$ cat src/rtl/qph_pkg.sv
// Shared constants, codes and controller/datapath signal bundles for the hash table.
package qph_pkg;

  localparam int SLOTS_DEF = 16;

  localparam int OP_W   = 2;
  localparam int KEY_W  = 31;
  localparam int SLOT_W = 4;
  localparam int MARK_W = 2;

  localparam logic [OP_W-1:0] OP_INSERT = 2'd0;
  localparam logic [OP_W-1:0] OP_SEARCH = 2'd1;
  localparam logic [OP_W-1:0] OP_DELETE = 2'd2;

  localparam logic [MARK_W-1:0] MARK_EMPTY = 2'd0;
  localparam logic [MARK_W-1:0] MARK_USED  = 2'd1;
  localparam logic [MARK_W-1:0] MARK_TOMB  = 2'd2;

  // The home-slot remainder comes from a reciprocal multiply in the S_MOD state.
  localparam int RCP_W     = 32;
  localparam int MOD_STEPS = 2;
  localparam int MOD_CNT_W = $clog2(MOD_STEPS);

  typedef struct packed {
    logic              load;
    logic              mod_step;
    logic              probe_init;
    logic              probe_adv;
    logic              cnt_inc;
    logic              clr_step;
    logic              mem_wr;
    logic [MARK_W-1:0] wr_mark;
    logic              res_we;
    logic              res_fail;
    logic              out_load;
  } qph_cmd_t;

  typedef struct packed {
    logic              mod_last;
    logic              clr_last;
    logic              op_valid;
    logic              is_insert;
    logic              is_delete;
    logic [MARK_W-1:0] mark;
    logic              key_eq;
    logic              probe_last;
    logic              out_busy;
  } qph_sts_t;

endpackage

$ cat src/rtl/qph_ifs.sv
// Request and response channel interfaces with valid/ready handshake.
interface qph_in_if;
  import qph_pkg::*;
  logic              valid;
  logic              ready;
  logic [OP_W-1:0]   opcode;
  logic [KEY_W-1:0]  key;
  modport source(output valid, opcode, key, input ready);
  modport sink(input valid, opcode, key, output ready);
endinterface

interface qph_out_if;
  import qph_pkg::*;
  logic              valid;
  logic              ready;
  logic              status;
  logic [SLOT_W-1:0] slot;
  modport source(output valid, status, slot, input ready);
  modport sink(input valid, status, slot, output ready);
endinterface

$ cat src/rtl/qph_dp.sv
// Datapath: slot memory, home-slot remainder unit, probe walker and result registers.
module qph_dp #(
  parameter int SLOTS = qph_pkg::SLOTS_DEF
) (
  input  logic                        clk,
  input  logic                        rst_n,
  input  qph_pkg::qph_cmd_t           cmd,
  output qph_pkg::qph_sts_t           sts,
  input  logic [qph_pkg::OP_W-1:0]    in_opcode,
  input  logic [qph_pkg::KEY_W-1:0]   in_key,
  output logic                        out_valid,
  input  logic                        out_ready,
  output logic                        out_status,
  output logic [qph_pkg::SLOT_W-1:0]  out_slot
);
  import qph_pkg::*;

  localparam int IDX_W  = $clog2(SLOTS);
  localparam int EXT_W  = (IDX_W > SLOT_W) ? IDX_W : SLOT_W;
  localparam int ENT_W  = MARK_W + KEY_W;
  localparam int RCP_SH = KEY_W + IDX_W;
  localparam int PROD_W = KEY_W + RCP_W;
  localparam logic [IDX_W:0]     SLOTS_C  = (IDX_W+1)'(SLOTS);
  localparam logic [IDX_W-1:0]   LAST_IDX = IDX_W'(SLOTS - 1);
  localparam logic [63:0]        RCP_FULL = ((64'd1 << RCP_SH) + 64'(SLOTS - 1)) / 64'(SLOTS);
  localparam logic [RCP_W-1:0]   RECIP    = RCP_FULL[RCP_W-1:0];
  localparam logic [2*IDX_W-1:0] SLOTS_QM = (2*IDX_W)'(SLOTS);

  logic [OP_W-1:0]      op_r;
  logic [KEY_W-1:0]     key_r;
  logic [PROD_W-1:0]    prod;
  logic [IDX_W-1:0]     q_lo_r;
  logic [2*IDX_W-1:0]   qm_lo;
  logic [IDX_W-1:0]     rem_r;
  logic [IDX_W-1:0]     rem_nxt;
  logic [MOD_CNT_W-1:0] mod_cnt_r;

  logic [IDX_W-1:0]     probe_pos_r;
  logic [IDX_W-1:0]     probe_pos_nxt;
  logic [IDX_W-1:0]     incr_r;
  logic [IDX_W-1:0]     incr_nxt;
  logic [IDX_W-1:0]     data_pos_r;
  logic [IDX_W-1:0]     eval_cnt_r;
  logic [IDX_W-1:0]     clr_cnt_r;
  logic [IDX_W:0]       pos_sum;
  logic [IDX_W:0]       pos_wrap;
  logic [IDX_W:0]       incr_sum;
  logic [IDX_W:0]       incr_wrap;

  logic [ENT_W-1:0]     mem [SLOTS];
  logic [ENT_W-1:0]     rd_data_r;
  logic                 wr_en;
  logic [IDX_W-1:0]     wr_addr;
  logic [ENT_W-1:0]     wr_data;

  logic                 res_fail_r;
  logic [IDX_W-1:0]     res_slot_r;
  logic [EXT_W-1:0]     res_slot_ext;
  logic                 out_valid_r;
  logic                 out_status_r;
  logic [SLOT_W-1:0]    out_slot_r;

  // The quotient is the key times a scaled reciprocal of SLOTS, exact over the key range.
  // Only its low bits are kept, since the remainder fits in the index width.
  assign prod    = {{RCP_W{1'b0}}, key_r} * {{KEY_W{1'b0}}, RECIP};
  assign qm_lo   = {{IDX_W{1'b0}}, q_lo_r} * SLOTS_QM;
  assign rem_nxt = key_r[IDX_W-1:0] - qm_lo[IDX_W-1:0];

  always_ff @(posedge clk) begin
    if (cmd.load) begin
      op_r      <= in_opcode;
      key_r     <= in_key;
      mod_cnt_r <= '0;
    end else if (cmd.mod_step) begin
      q_lo_r    <= prod[RCP_SH +: IDX_W];
      rem_r     <= rem_nxt;
      mod_cnt_r <= mod_cnt_r + MOD_CNT_W'(1);
    end
  end

  // Successive squares differ by odd numbers, so each probe adds the next odd step.
  assign pos_sum       = {1'b0, probe_pos_r} + {1'b0, incr_r};
  assign pos_wrap      = pos_sum - SLOTS_C;
  assign probe_pos_nxt = (pos_sum >= SLOTS_C) ? pos_wrap[IDX_W-1:0] : pos_sum[IDX_W-1:0];
  assign incr_sum      = {1'b0, incr_r} + (IDX_W+1)'(2);
  assign incr_wrap     = incr_sum - SLOTS_C;
  assign incr_nxt      = (incr_sum >= SLOTS_C) ? incr_wrap[IDX_W-1:0] : incr_sum[IDX_W-1:0];

  always_ff @(posedge clk) begin
    if (cmd.probe_init) begin
      probe_pos_r <= rem_r;
      incr_r      <= IDX_W'(1);
      eval_cnt_r  <= '0;
    end else begin
      if (cmd.probe_adv) begin
        probe_pos_r <= probe_pos_nxt;
        incr_r      <= incr_nxt;
        data_pos_r  <= probe_pos_r;
      end
      if (cmd.cnt_inc) begin
        eval_cnt_r <= eval_cnt_r + IDX_W'(1);
      end
    end
  end

  always_ff @(posedge clk) begin
    if (!rst_n) begin
      clr_cnt_r <= '0;
    end else if (cmd.clr_step) begin
      clr_cnt_r <= clr_cnt_r + IDX_W'(1);
    end
  end

  assign wr_en   = cmd.clr_step || cmd.mem_wr;
  assign wr_addr = cmd.clr_step ? clr_cnt_r : data_pos_r;
  assign wr_data = cmd.clr_step ? {MARK_EMPTY, {KEY_W{1'b0}}} : {cmd.wr_mark, key_r};

  always_ff @(posedge clk) begin
    if (wr_en) begin
      mem[wr_addr] <= wr_data;
    end
    rd_data_r <= mem[probe_pos_r];
  end

  always_ff @(posedge clk) begin
    if (cmd.res_we) begin
      res_fail_r <= cmd.res_fail;
      res_slot_r <= cmd.res_fail ? '0 : data_pos_r;
    end
  end

  assign res_slot_ext = EXT_W'(res_slot_r);

  always_ff @(posedge clk) begin
    if (!rst_n) begin
      out_valid_r <= 1'b0;
    end else if (cmd.out_load) begin
      out_valid_r <= 1'b1;
    end else if (out_ready) begin
      out_valid_r <= 1'b0;
    end
  end

  always_ff @(posedge clk) begin
    if (cmd.out_load) begin
      out_status_r <= res_fail_r;
      out_slot_r   <= res_slot_ext[SLOT_W-1:0];
    end
  end

  assign out_valid  = out_valid_r;
  assign out_status = out_status_r;
  assign out_slot   = out_slot_r;

  always_comb begin
    sts.mod_last   = (mod_cnt_r == MOD_CNT_W'(MOD_STEPS - 1));
    sts.clr_last   = (clr_cnt_r == LAST_IDX);
    sts.op_valid   = (op_r == OP_INSERT) || (op_r == OP_SEARCH) || (op_r == OP_DELETE);
    sts.is_insert  = (op_r == OP_INSERT);
    sts.is_delete  = (op_r == OP_DELETE);
    sts.mark       = rd_data_r[KEY_W +: MARK_W];
    sts.key_eq     = (rd_data_r[KEY_W-1:0] == key_r);
    sts.probe_last = (eval_cnt_r == LAST_IDX);
    sts.out_busy   = out_valid_r && !out_ready;
  end

endmodule

$ cat src/rtl/qph_ctrl.sv
// Controller state machine sequencing clearing, remainder, probing and result transfer.
module qph_ctrl (
  input  logic              clk,
  input  logic              rst_n,
  input  logic              in_valid,
  output logic              in_ready,
  input  qph_pkg::qph_sts_t sts,
  output qph_pkg::qph_cmd_t cmd
);
  import qph_pkg::*;

  localparam logic [2:0] S_CLEAR = 3'd0;
  localparam logic [2:0] S_IDLE  = 3'd1;
  localparam logic [2:0] S_MOD   = 3'd2;
  localparam logic [2:0] S_PRIME = 3'd3;
  localparam logic [2:0] S_FETCH = 3'd4;
  localparam logic [2:0] S_PROBE = 3'd5;
  localparam logic [2:0] S_DONE  = 3'd6;

  logic [2:0] state_r;
  logic [2:0] state_nxt;
  logic       found;
  logic       stop;

  always_ff @(posedge clk) begin
    if (!rst_n) begin
      state_r <= S_CLEAR;
    end else begin
      state_r <= state_nxt;
    end
  end

  assign in_ready = (state_r == S_IDLE);

  always_comb begin
    if (sts.is_insert) begin
      found = (sts.mark != MARK_USED);
      stop  = 1'b0;
    end else begin
      found = (sts.mark == MARK_USED) && sts.key_eq;
      stop  = (sts.mark == MARK_EMPTY);
    end
  end

  always_comb begin
    state_nxt = state_r;
    cmd       = '0;
    case (state_r)
      S_CLEAR: begin
        cmd.clr_step = 1'b1;
        if (sts.clr_last) begin
          state_nxt = S_IDLE;
        end
      end
      S_IDLE: begin
        if (in_valid) begin
          cmd.load  = 1'b1;
          state_nxt = S_MOD;
        end
      end
      S_MOD: begin
        cmd.mod_step = 1'b1;
        if (sts.mod_last) begin
          state_nxt = S_PRIME;
        end
      end
      S_PRIME: begin
        if (sts.op_valid) begin
          cmd.probe_init = 1'b1;
          state_nxt      = S_FETCH;
        end else begin
          cmd.res_we   = 1'b1;
          cmd.res_fail = 1'b1;
          state_nxt    = S_DONE;
        end
      end
      S_FETCH: begin
        cmd.probe_adv = 1'b1;
        state_nxt     = S_PROBE;
      end
      S_PROBE: begin
        cmd.probe_adv = 1'b1;
        cmd.cnt_inc   = 1'b1;
        if (found) begin
          cmd.mem_wr   = sts.is_insert || sts.is_delete;
          cmd.wr_mark  = sts.is_insert ? MARK_USED : MARK_TOMB;
          cmd.res_we   = 1'b1;
          cmd.res_fail = 1'b0;
          state_nxt    = S_DONE;
        end else if (stop || sts.probe_last) begin
          cmd.res_we   = 1'b1;
          cmd.res_fail = 1'b1;
          state_nxt    = S_DONE;
        end
      end
      S_DONE: begin
        if (!sts.out_busy) begin
          cmd.out_load = 1'b1;
          state_nxt    = S_IDLE;
        end
      end
      default: begin
        state_nxt = S_CLEAR;
      end
    endcase
  end

endmodule

$ cat src/rtl/quadratic_probe_hash_table_core.sv
// Top level of the open-addressed hash table with quadratic probing.
//
// Requests arrive on in_ch (opcode: insert, search or delete, and a 31-bit key);
// each request produces exactly one response on out_ch (status 0 done or 1 failed,
// and the slot index, 0 on failure). A transfer happens on a clock edge where
// valid and ready are both high.
// One request is processed at a time. After a request transfer the home slot is
// formed in the S_MOD state, S_PRIME and S_FETCH prime the slot memory read, then
// one slot is examined per cycle for up to SLOTS probes, and S_DONE passes the
// result to the output register once that register is free. An unused opcode is
// answered from S_PRIME without probing. The next request is taken in the cycle
// after the result is passed on. The probe loop is bounded by the single read port
// of the slot memory.
// The output register lets a new request be taken while the previous response
// waits; if the receiver stalls, the next response holds in the result registers
// until the output register frees up.
// After reset the slot memory is swept to empty, slot by slot, and in_ch.ready
// stays low until the sweep ends.
module quadratic_probe_hash_table_core #(
  parameter int SLOTS = qph_pkg::SLOTS_DEF
) (
  input logic       clk,
  input logic       rst_n,
  qph_in_if.sink    in_ch,
  qph_out_if.source out_ch
);
  import qph_pkg::*;

  qph_cmd_t cmd;
  qph_sts_t sts;
  logic     in_ready;

  assign in_ch.ready = in_ready;

  qph_ctrl u_ctrl (
    .clk      (clk),
    .rst_n    (rst_n),
    .in_valid (in_ch.valid),
    .in_ready (in_ready),
    .sts      (sts),
    .cmd      (cmd)
  );

  qph_dp #(
    .SLOTS (SLOTS)
  ) u_dp (
    .clk        (clk),
    .rst_n      (rst_n),
    .cmd        (cmd),
    .sts        (sts),
    .in_opcode  (in_ch.opcode),
    .in_key     (in_ch.key),
    .out_valid  (out_ch.valid),
    .out_ready  (out_ch.ready),
    .out_status (out_ch.status),
    .out_slot   (out_ch.slot)
  );

endmodule

$ cat src/flat_wrapper.sv
// flat-port wrapper written by rule: the top's interface ports become plain ports
module quadratic_probe_hash_table_core_flat import qph_pkg::*;
#(
  parameter int SLOTS = qph_pkg::SLOTS_DEF
)
  (clk, rst_n, in_ch_valid, in_ch_opcode, in_ch_key, in_ch_ready, out_ch_valid, out_ch_status, out_ch_slot, out_ch_ready);
  qph_in_if in_ch_i ();
  qph_out_if out_ch_i ();
  input logic clk;
  input logic rst_n;
  input wire logic [$bits(in_ch_i.valid)-1:0] in_ch_valid;
  input wire logic [$bits(in_ch_i.opcode)-1:0] in_ch_opcode;
  input wire logic [$bits(in_ch_i.key)-1:0] in_ch_key;
  output wire logic [$bits(in_ch_i.ready)-1:0] in_ch_ready;
  output wire logic [$bits(out_ch_i.valid)-1:0] out_ch_valid;
  output wire logic [$bits(out_ch_i.status)-1:0] out_ch_status;
  output wire logic [$bits(out_ch_i.slot)-1:0] out_ch_slot;
  input wire logic [$bits(out_ch_i.ready)-1:0] out_ch_ready;
  assign in_ch_i.valid = in_ch_valid;
  assign in_ch_i.opcode = in_ch_opcode;
  assign in_ch_i.key = in_ch_key;
  assign in_ch_ready = in_ch_i.ready;
  assign out_ch_valid = out_ch_i.valid;
  assign out_ch_status = out_ch_i.status;
  assign out_ch_slot = out_ch_i.slot;
  assign out_ch_i.ready = out_ch_ready;
  quadratic_probe_hash_table_core #(.SLOTS(SLOTS)) u_core (.clk(clk), .rst_n(rst_n), .in_ch(in_ch_i), .out_ch(out_ch_i));
endmodule
$ cat config.mk
export PLATFORM = sky130hd
export DESIGN_NAME = quadratic_probe_hash_table_core_flat
export DESIGN_NICKNAME = d
export VERILOG_FILES = /design/src/rtl/qph_pkg.sv /design/src/rtl/qph_ifs.sv /design/src/rtl/qph_dp.sv /design/src/rtl/qph_ctrl.sv /design/src/rtl/quadratic_probe_hash_table_core.sv /design/src/flat_wrapper.sv
export SDC_FILE = /design/constraint.sdc
export NUM_CORES = 1
export LEC_CHECK = 0
export ABC_AREA = 1
export BUFFER_PORTS_ARGS = -buffer_cell sky130_fd_sc_hd__buf_2
export CAP_MARGIN = 20
export CORE_MARGIN = 3
export CORE_UTILIZATION = 45
export DETAILED_ROUTE_END_ITERATION = 10
export GPL_TIMING_DRIVEN = 0
export PLACE_DENSITY = 0.58
export SLEW_MARGIN = 10
export SYNTH_ARGS = -nofsm -noshare
export SYNTH_HDL_FRONTEND = slang
export SYNTH_SLANG_ARGS = --single-unit
$ cat constraint.sdc
create_clock -name clk -period 7.69 [get_ports clk]
set_input_delay 0.769 -clock clk [delete_from_list [all_inputs] [get_ports clk]]
set_output_delay 0.769 -clock clk [all_outputs]
set_load 0.02 [all_outputs]
==> results.yml, run 1 <==
clocking:
  cts.root.buffer_cell: "clkbuf_16"
  numCtsBuffers: 68
  clkSlewWorstSetupHoldPaths_ps: 60
  cts_tree: "built"
  cts_buffer_depth: 3
  insertion_delay_ps: 610
  postCtsSetupBuffers: 0
  clock_sinks: 632
  hold_buffers: 0
  postCtsResizedCells: 0
  h-tree-depth: 3
yosys:
  ys_seq_area_share_pct: 75.2
  synthesis.area_mm2: 0.0246
  netlist_instances: 1850
  synth_seq_cells: 632
  syn-num-nets: 1893
  syn_avg_cell_area_um2: 13.3
  yosys_warnings: 0
  ys_types: 38
cells_and_area:
  fillers: 4497
  multi_input_area_mm2: 0.00533
  finalNonFillerCells: 2744
  final_cell_mix: "583 x edfxtp_1, 335 x nor2_1, 262 x o21ai_0, 113 x nand2_1, 88 x o221ai_1"
  diodes: 0
  layout.cells.most_common: "edfxtp_1"
  syn_to_final_growth_pct: 15.7
  nNetsFinal: 2039
  drive_above_1_share_pct: 12.6
  final_util_pct: 52.8
  stdcell_area_mm2: 0.0284
  ff_latch_area_mm2: 0.0185
placement:
  placed_cells: 2614
  dp_hpwl_um: 50400
  placed_cell_area_mm2: 0.0263
  place_ws_ps: 4020
  portBuffers: 43
  gp_congestion: 0.906
die:
  die_w_um: 240
  fp-row-count: 85
  fp.dieH_um: 240
  ioPinCount: 44
  core_area_mm2: 0.0539
  initial_utilization_pct: 45.6
  die-area_mm2: 0.0575
worst_setup_path:
  critPathKind: "flop to flop"
  crit_path_end_kind: "flop"
  critPathLaunchType: "flop"
  cp_slowest_cell: "nor2_4"
  crit_chain: "xnor2_1, nand2_1, nor2_1, nand2_1, nor2_2, nand2_2, nand2_2, nand3_2, nand2_4, nand2_2, nor2_4, buf_12"
  r2r_start: "u_core.u_dp.key_r[17]$_DFFE_PP_"
  crit_fanout: 18
  critPathArrivalTime_ps: 4030
  startpoint: "u_core.u_dp.key_r[17]$_DFFE_PP_"
  crit_path_frequent_cell: "nand2_2"
  crit_required_ps: 7970
  cp_slowest_stage_delay_ps: 690
routing:
  route.detailed.drc: 0
  wl_um: 78200
  final_antenna_net_count: 0
  via_per_inst: 6.03
  avgRoutedWirePerCell_um: 28.5
  vias: 16600
  dr.pass1.iters: 6
  drtIter0Drc: 2320
timing:
  postLayoutSetupSlackWorst_ps: 3940
  tns_ps: 0
  fin_crit_ps: 3750
  worst_hold_slack_ps: 329
  fin_skew_ps: 25.6
  post-route-period-util_pct: 48.7
  rsz0062_at_grt: "false"
  final_max_slew_viol_count: 0
  tightest_slew_ps: 1120
  fmax_mhz: 267
  setup_viol: 0
  hold_viol: 0
  slew_headroom_pct: 25.0
power_and_ir_drop:
  p_total_mw: 12.5
  ir_worst_vdd_v: 0.000186
  power_leakage_nw: 9.66
  powerDensity_mw_per_mm2: 439
global_routing:
  grt_start_max_net_pins: 21
  grt.overflow.total: 0
  grt_pass1_vias: 15800
  antenna_found_initial: 0
  grt_usage_pct: 27.3
  grt_pass1_wl_um: 111000
hold_path:
  worstHoldPathType: "input pin to flop"
  min_from: "in_ch_key[17]"
job:
  drv_cap: 0
outcome:
  status: "finished, final reports clean"
path summary, 6_finish.rpt:
path / end / cells past startpoint / slack (ps)
worst min register to register: u_core.u_dp.out_slot[1]$_DFFE_PP_ / 0 / 420
worst max register to register: u_core.u_dp.mem[3][12]$_DFFE_PP_ / 12 / 3940
worst min-delay path: u_core.u_dp.key_r[17]$_DFFE_PP_ / 1 / 330
worst max-delay path: u_core.u_dp.mem[3][12]$_DFFE_PP_ / 12 / 3940
critical path: cells and delay by family (launching register included):
family	cells	cell delay, ps
AND/OR/NAND/NOR	10	2050
XOR/XNOR	1	650
flip-flops	1	410
buffers and inverters	1	290
power breakdown:
group          leakage [nW]  switching [mW]  internal (mW)
combinational          2.90            3.17           1.08
clock                  1.01            1.29           1.78
sequential             5.75           0.251           4.91
total                  9.66            4.72           7.77
Yosys cell counts (all sizes together):
cell type	instances	area, um^2
inv	90	338
nor2	354	1330
clkinv	1	3.75
o211ai	44	330
o21ai	277	1390
o221ai	88	771
a31oi	2	12.5
a21oi	12	63.8
o22ai	45	282
ha	5	62.6
xnor2	21	184
nand2	121	479
fa	1	20.0
o31ai	1	7.51
buf	48	309
nor4b	1	8.76
dfxtp	49	981
clkbuf	63	244
nand3	34	180
edfxtp	583	17500
or2	2	12.5
nor3	4	31.3
xor2	2	17.5
a22oi	1	7.51
nand4	1	6.26
sequential cells by signal, indices dropped and copies added (netlist names):
register,cells
u_core.u_dp.eval_cnt_r,4
u_core.u_dp.rd_data_r,33
u_core.u_dp.mod_cnt_r,1
u_core.u_dp.clr_cnt_r,4
u_core.u_dp.rem_r,4
u_core.u_dp.key_r,31
u_core.u_dp.mem,528
u_core.u_dp.data_pos_r,4
u_core.u_dp.out_status,1
u_core.u_dp.op_r,2
u_core.u_dp.out_slot,4
u_core.u_dp.incr_r,3
u_core.u_ctrl.state_r,3
u_core.u_dp.res_fail_r,1
u_core.u_dp.out_valid,1
u_core.u_dp.probe_pos_r,4
u_core.u_dp.res_slot_ext,4
area by class of cell:
cell class	count	area share (%)
multi-input cells	1016	18.7
inverters	91	1.20
well taps	696	3.06
plain buffers	111	1.94
repair buffers	76	2.85
clock inverters	19	0.396
flip-flops and latches	632	65.0
clock buffers	103	6.84
metal layers:
| layer | global-route usage [%] | share of wire, % | up-vias | wire [um] |
|---|---|---|---|---|
| met1 | 38.8 | 41 | 8216 | 31800 |
| li1 | - | - | 7120 | - |
| met2 | 40.6 | 44 | 1014 | 34200 |
| met3 | 5.72 | 11 | 205 | 8400 |
| met4 | 12.6 | 4.9 | 0 | 3830 |
| met5 | 0 | 0 | - | 0 |
cell families (layout without fill, tap and decap cells):
| family | count (synthesis) | count (layout) | share of synthesized area [%] |
|---|---|---|---|
| buf+inv | 202 | 400 | 3.64 |
| xor+xnor | 23 | 23 | 0.820 |
| simple gates | 517 | 517 | 8.34 |
| compound gates | 470 | 470 | 11.7 |
| fa+ha+maj | 6 | 6 | 0.336 |
| flops | 632 | 632 | 75.2 |
(Power assumes the default switching activity.)
==> inputs of run 2 (changes only) <==
==> constraint.sdc (replaced) <==
create_clock -name clk -period 3.6 [get_ports clk]
set_input_delay 0.36 -clock clk [delete_from_list [all_inputs] [get_ports clk]]
set_output_delay 0.36 -clock clk [all_outputs]
set_load 0.02 [all_outputs]
==> run 2 against run 1 <==
Routed wire length increased by 0.62%. Power increased by 110%. Sequential cell count unchanged. Via count increased by 0.79%. Register-to-register slack got worse by 3800 ps.
==> results.yml, run 2 (same netlist as run 1, synthesis figures left out) <==
outcome:
  status: "finished, final reports clean"
worst_setup_path:
  crit_path_end_kind: "flop"
  critPathKind: "flop to flop"
  startpoint: "u_core.u_dp.key_r[17]$_DFFE_PP_"
  crit_chain: "xnor2_2, nand2_1, nor2_1, nand2_1, nor2_2, nand2_2, nand2_2, nand3_2, nand2_4, nand2_2, nor2_4, buf_12"
  critPathArrivalTime_ps: 3700
  cp-endpoint: "u_core.u_dp.mem[7][7]$_DFFE_PP_"
  r2r_start: "u_core.u_dp.key_r[17]$_DFFE_PP_"
  worst-path-buf-inv: 1
  crit_required_ps: 3890
  cp_slowest_cell: "nor2_4"
  cp_slowest_stage_delay_ps: 600
  reg2regPathDepth: 12
  r2r-end: "u_core.u_dp.mem[7][7]$_DFFE_PP_"
  crit_path_frequent_cell: "nand2_2"
  critPathTopFamily: "simple AND/OR/NAND/NOR gates"
  critPathLaunchType: "flop"
  crit_fanout: 19
  cp.depth: 12
  rrSetupSlack_ps: 190
placement:
  placed_cells: 2614
  portBuffers: 43
  place_ws_ps: -65.9
  dp_hpwl_um: 50400
  gp_congestion: 0.906
timing:
  fin_skew_ps: 25.5
  postLayoutSetupSlackWorst_ps: 188
  tightest_slew_ps: 1120
  worst_hold_slack_ps: 50.4
  post-route-period-util_pct: 94.8
  slew_headroom_pct: 24.7
  hold_viol: 0
  rsz0062_at_grt: "false"
  fin_crit_ps: 3410
  setup_viol: 0
  fmax_mhz: 293
  final_max_slew_viol_count: 0
clocking:
  cts_tree: "built"
  cts.root.buffer_cell: "clkbuf_16"
  clkSlewWorstSetupHoldPaths_ps: 60
  cts_buffer_depth: 3
  numCtsBuffers: 68
  h-tree-depth: 3
  clock_sinks: 632
  insertion_delay_ps: 610
global_routing:
  grt_usage_pct: 27.5
  grt_pass1_vias: 16100
  grt_start_max_net_pins: 21
  antenna_found_initial: 0
  grt.overflow.total: 0
  grt_pass1_wl_um: 112000
die:
  die-area_mm2: 0.0575
  die_w_um: 240
  initial_utilization_pct: 45.6
  fp.dieH_um: 240
  core_area_mm2: 0.0539
  ioPinCount: 44
  fp-row-count: 85
routing:
  wl_um: 78600
  final_antenna_net_count: 0
  avgRoutedWirePerCell_um: 28.2
  vias: 16700
  drtIter0Drc: 2266
  dr.pass1.iters: 7
  via_per_inst: 5.99
  route.detailed.drc: 0
cells_and_area:
  finalNonFillerCells: 2785
  fillers: 4443
  final_util_pct: 53.7
  nNetsFinal: 2080
  reg_top3: "u_core.u_dp.mem x528, u_core.u_dp.rd_data_r x33, u_core.u_dp.key_r x31"
  largest_reg_flops: 528
  regMostFlops: "u_core.u_dp.mem"
  drive_above_1_share_pct: 12.8
  diodes: 0
  syn_to_final_growth_pct: 17.7
  final_cell_mix: "583 x edfxtp_1, 335 x nor2_1, 262 x o21ai_0, 113 x nand2_1, 88 x o221ai_1"
  layout.cells.most_common: "edfxtp_1"
hold_path:
  worstHoldPathType: "input pin to flop"
power_and_ir_drop:
  internal_power_mw: 16.7
  ir_worst_vdd_v: 0.000393
  comb_power_share_pct: 34.4
  clkPwrFrac_pct: 24.5
  switchingPower_mw: 10.1
  power_leakage_nw: 9.86
  seqPwrFrac_pct: 41.2
  p_total_mw: 26.8
  powerDensity_mw_per_mm2: 926
  swShare_pct: 37.6
job:
  drv_cap: 0
-- run 2: cell types whose count changed in the layout (fill, tap and decap cells not counted), sizes merged --
| cell | before | now |
|---|---|---|
| dlygate4sd3 | 0 | 34 |
| buf | 124 | 131 |
-- run 2: timing repair --
action / CTS / global route
gates resized for setup: 1 / 0
setup buffers: 7 / 0
hold buffers: 34 / 0
setup endpoints to repair: 177 / 0
endpoints found under the hold margin: 34 / 0
-- run 2: worst min-delay path by stage --
stage                                                         start                                 end  cells after the start
final                                                  out_ch_ready  u_core.u_dp.out_valid$_SDFFE_PN0P_                      3
after global placement    u_core.u_dp.res_slot_ext[2]$_SDFFCE_PP0P_   u_core.u_dp.out_slot[2]$_DFFE_PP_                      0
after floorplan           u_core.u_dp.res_slot_ext[0]$_SDFFCE_PP0P_   u_core.u_dp.out_slot[0]$_DFFE_PP_                      0
after CTS                                              out_ch_ready  u_core.u_dp.out_valid$_SDFFE_PN0P_                      3
after global routing                                   out_ch_ready  u_core.u_dp.out_valid$_SDFFE_PN0P_                      3
after detailed placement  u_core.u_dp.res_slot_ext[1]$_SDFFCE_PP0P_   u_core.u_dp.out_slot[1]$_DFFE_PP_                      0
-- run 2: metal layers --
layer	vias up	GRT usage, %	share of wire, %
met1	8178	38.7	40
li1	7202	-	-
met4	0	13.0	5.2
met5	-	0	0
met2	1084	41.0	44
met3	222	6.02	11
-- run 2: power groups by stage --
stage / sequential [mW] / clock (mW) / combinational, mW
after floorplan: 11.0 / 0 / 4.76
after global placement: 11.3 / 0 / 8.16
after detailed placement: 11.2 / 0 / 8.79
after CTS: 11.0 / 6.61 / 8.95
after global routing: 11.2 / 6.91 / 9.75
final: 11.0 / 6.55 / 9.20
-- run 2: worst reg2reg max path, stage by stage (launching register included) --
cell and delay (ps):
edfxtp_1 430, xnor2_2 430, nand2_1 150, nor2_1 270
nand2_1 120, nor2_2 140, nand2_2 110, nand2_2 110
nand3_2 120, nand2_4 120, nand2_2 160, nor2_4 600
buf_12 310
-- run 2: cell type report --
type | count | area (um^2) | share of cell area, %
multi-input combinational | 1016 | 5340 | 18.4
tap | 696 | 871 | 3.01
clock inverter | 19 | 113 | 0.389
inverter | 91 | 342 | 1.18
buffer | 111 | 553 | 1.91
clock buffer | 103 | 1950 | 6.73
sequential | 632 | 18500 | 63.9
timing repair buffer | 117 | 1290 | 4.46
-- run 2: stage by stage --
stage / TNS (ps) / cell area, um^2
3_5_place_dp: -3820 / 26300
3_3_place_gp: -1332680 / 25700
6_report: 0 / 28900
4_1_cts: 0 / 28900
2_1_floorplan: 0 / 24600
5_1_grt: 0 / 28900
==> inputs of run 3 (changes only) <==
--- a/config.mk
+++ b/config.mk
@@ -13,6 +13,7 @@
 export DETAILED_ROUTE_END_ITERATION = 10
 export GPL_TIMING_DRIVEN = 0
 export PLACE_DENSITY = 0.58
+export SETUP_SLACK_MARGIN = 0.3
 export SLEW_MARGIN = 10
 export SYNTH_ARGS = -nofsm -noshare
 export SYNTH_HDL_FRONTEND = slang
==> run 3 against run 2 <==
Sequential power hardly changed. Setup slack better by 120 ps. Largest power group unchanged. Via count about the same.
==> results.yml, run 3 (same netlist as run 1, synthesis figures left out) <==
global_routing:
  antenna_found_initial: 0
  grt_pass1_wl_um: 112000
  grt_usage_pct: 27.6
  grt_start_max_net_pins: 21
  grt.overflow.total: 0
  grt_pass1_vias: 16100
routing:
  via_per_inst: 5.98
  wl_um: 78800
  route.detailed.drc: 0
  highest_layer: "met4"
  avgRoutedWirePerCell_um: 28.2
  dr.pass1.iters: 7
  wl_met2_um: 34700
  wl_met1_um: 31900
  final_antenna_net_count: 0
  vias: 16700
  wl_met3_um: 8360
  drtIter0Drc: 2435
placement:
  dp_hpwl_um: 50400
  place_ws_ps: -65.9
  gp_congestion: 0.906
  portBuffers: 43
die:
  core_area_mm2: 0.0539
  ioPinCount: 44
  fp-row-count: 85
  die_w_um: 240
  fp.dieH_um: 240
  die-area_mm2: 0.0575
  initial_utilization_pct: 45.6
power_and_ir_drop:
  p_total_mw: 26.9
  ir_worst_vdd_v: 0.000395
  power_leakage_nw: 9.90
  powerDensity_mw_per_mm2: 925
worst_setup_path:
  critPathLaunchType: "flop"
  crit_path_end_kind: "flop"
  critPathArrivalTime_ps: 3590
  crit_fanout: 18
  crit_required_ps: 3900
  critPathKind: "flop to flop"
cells_and_area:
  diodes: 0
  nNetsFinal: 2086
  largest_reg_flops: 528
  fillers: 4424
  final_cell_mix: "583 x edfxtp_1, 335 x nor2_1, 262 x o21ai_0, 113 x nand2_1, 88 x o221ai_1"
  layout.cells.most_common: "edfxtp_1"
  final_util_pct: 53.8
  reg_top3: "u_core.u_dp.mem x528, u_core.u_dp.rd_data_r x33, u_core.u_dp.key_r x31"
  syn_to_final_growth_pct: 18.1
  drive_above_1_share_pct: 13.0
  regMostFlops: "u_core.u_dp.mem"
timing:
  post-route-period-util_pct: 91.4
  postLayoutSetupSlackWorst_ps: 309
  fin_crit_ps: 3290
  fin_skew_ps: 28.2
  rsz0062_at_grt: "false"
  tns_ps: 0
  slew_headroom_pct: 22.2
  fmax_mhz: 304
  worst_hold_slack_ps: 46.9
  hold_viol: 0
  tightest_slew_ps: 1160
  final_max_slew_viol_count: 0
  setup_viol: 0
outcome:
  status: "finished, final reports clean"
hold_path:
  worstHoldPathType: "input pin to flop"
clocking:
  numCtsBuffers: 68
  cts_tree: "built"
  insertion_delay_ps: 620
  clkSlewWorstSetupHoldPaths_ps: 60
  cts.root.buffer_cell: "clkbuf_16"
  clock_sinks: 632
  cts_buffer_depth: 3
  h-tree-depth: 3
job:
  drv_cap: 0
==> run 3: what timing repair did <==
action | in CTS | in global routing
pin swaps | 11 | 1
buffers inserted | 11 | 1
resized for setup | 1 | 0
setup endpoints to repair | 442 | 14
hold endpoints to repair | 34 | 0
hold buffers | 34 | 0
==> run 3: routing by layer <==
layer	track usage (%)	vias to the layer above
met5	0	-
li1	-	7218
met1	38.9	8248
met4	12.8	0
met3	5.83	193
met2	41.3	1034
==> run 3: area by class of cell <==
cell class	count	area, um^2	share of cell area [%]
well taps	696	871	3.00
inverters	91	342	1.18
plain buffers	111	553	1.90
repair buffers	123	1390	4.77
clock buffers	103	1950	6.71
clock inverters	19	113	0.388
flip-flops and latches	632	18500	63.7
multi-input cells	1016	5340	18.4
==> run 3: stage by stage <==
stage / std cells / area [um^2]
after global placement: 2589 / 25700
final: 2791 / 29000
after CTS: 2781 / 28900
after global routing: 2791 / 29000
after detailed placement: 2614 / 26300
after floorplan: 1850 / 24600
==> run 3: worst max-delay path, cell delays in order, from the launching register on <==
cell and delay [ps]:
edfxtp_1 430, xnor2_2 430, nand2_1 150, nor2_1 280, nand2_1 120, nor2_2 130, nand2_2 110, nand2_2 110
nand3_2 120, nand2_4 120, nand2_2 160, nor2_4 320, buf_12 240, buf_16 190
==> run 3: final timing paths <==
kind | start | endpoint | slack (ps) | cells after the start
worst max-delay path | u_core.u_dp.key_r[17]$_DFFE_PP_ | u_core.u_dp.mem[14][5]$_DFFE_PP_ | 310 | 13
worst min-delay path | out_ch_ready | u_core.u_dp.out_valid$_SDFFE_PN0P_ | 50 | 3
worst max register to register | u_core.u_dp.key_r[17]$_DFFE_PP_ | u_core.u_dp.mem[14][5]$_DFFE_PP_ | 310 | 13
worst min register to register | u_core.u_dp.res_slot_ext[1]$_SDFFCE_PP0P_ | u_core.u_dp.out_slot[1]$_DFFE_PP_ | 420 | 0
==> run 3: power by group <==
| group | internal [mW] | switching, mW | leakage, nW |
|---|---|---|---|
| Clock | 3.80 | 2.77 | 1.01 |
| Combinational | 2.46 | 6.81 | 3.14 |
| Sequential | 10.5 | 0.543 | 5.75 |
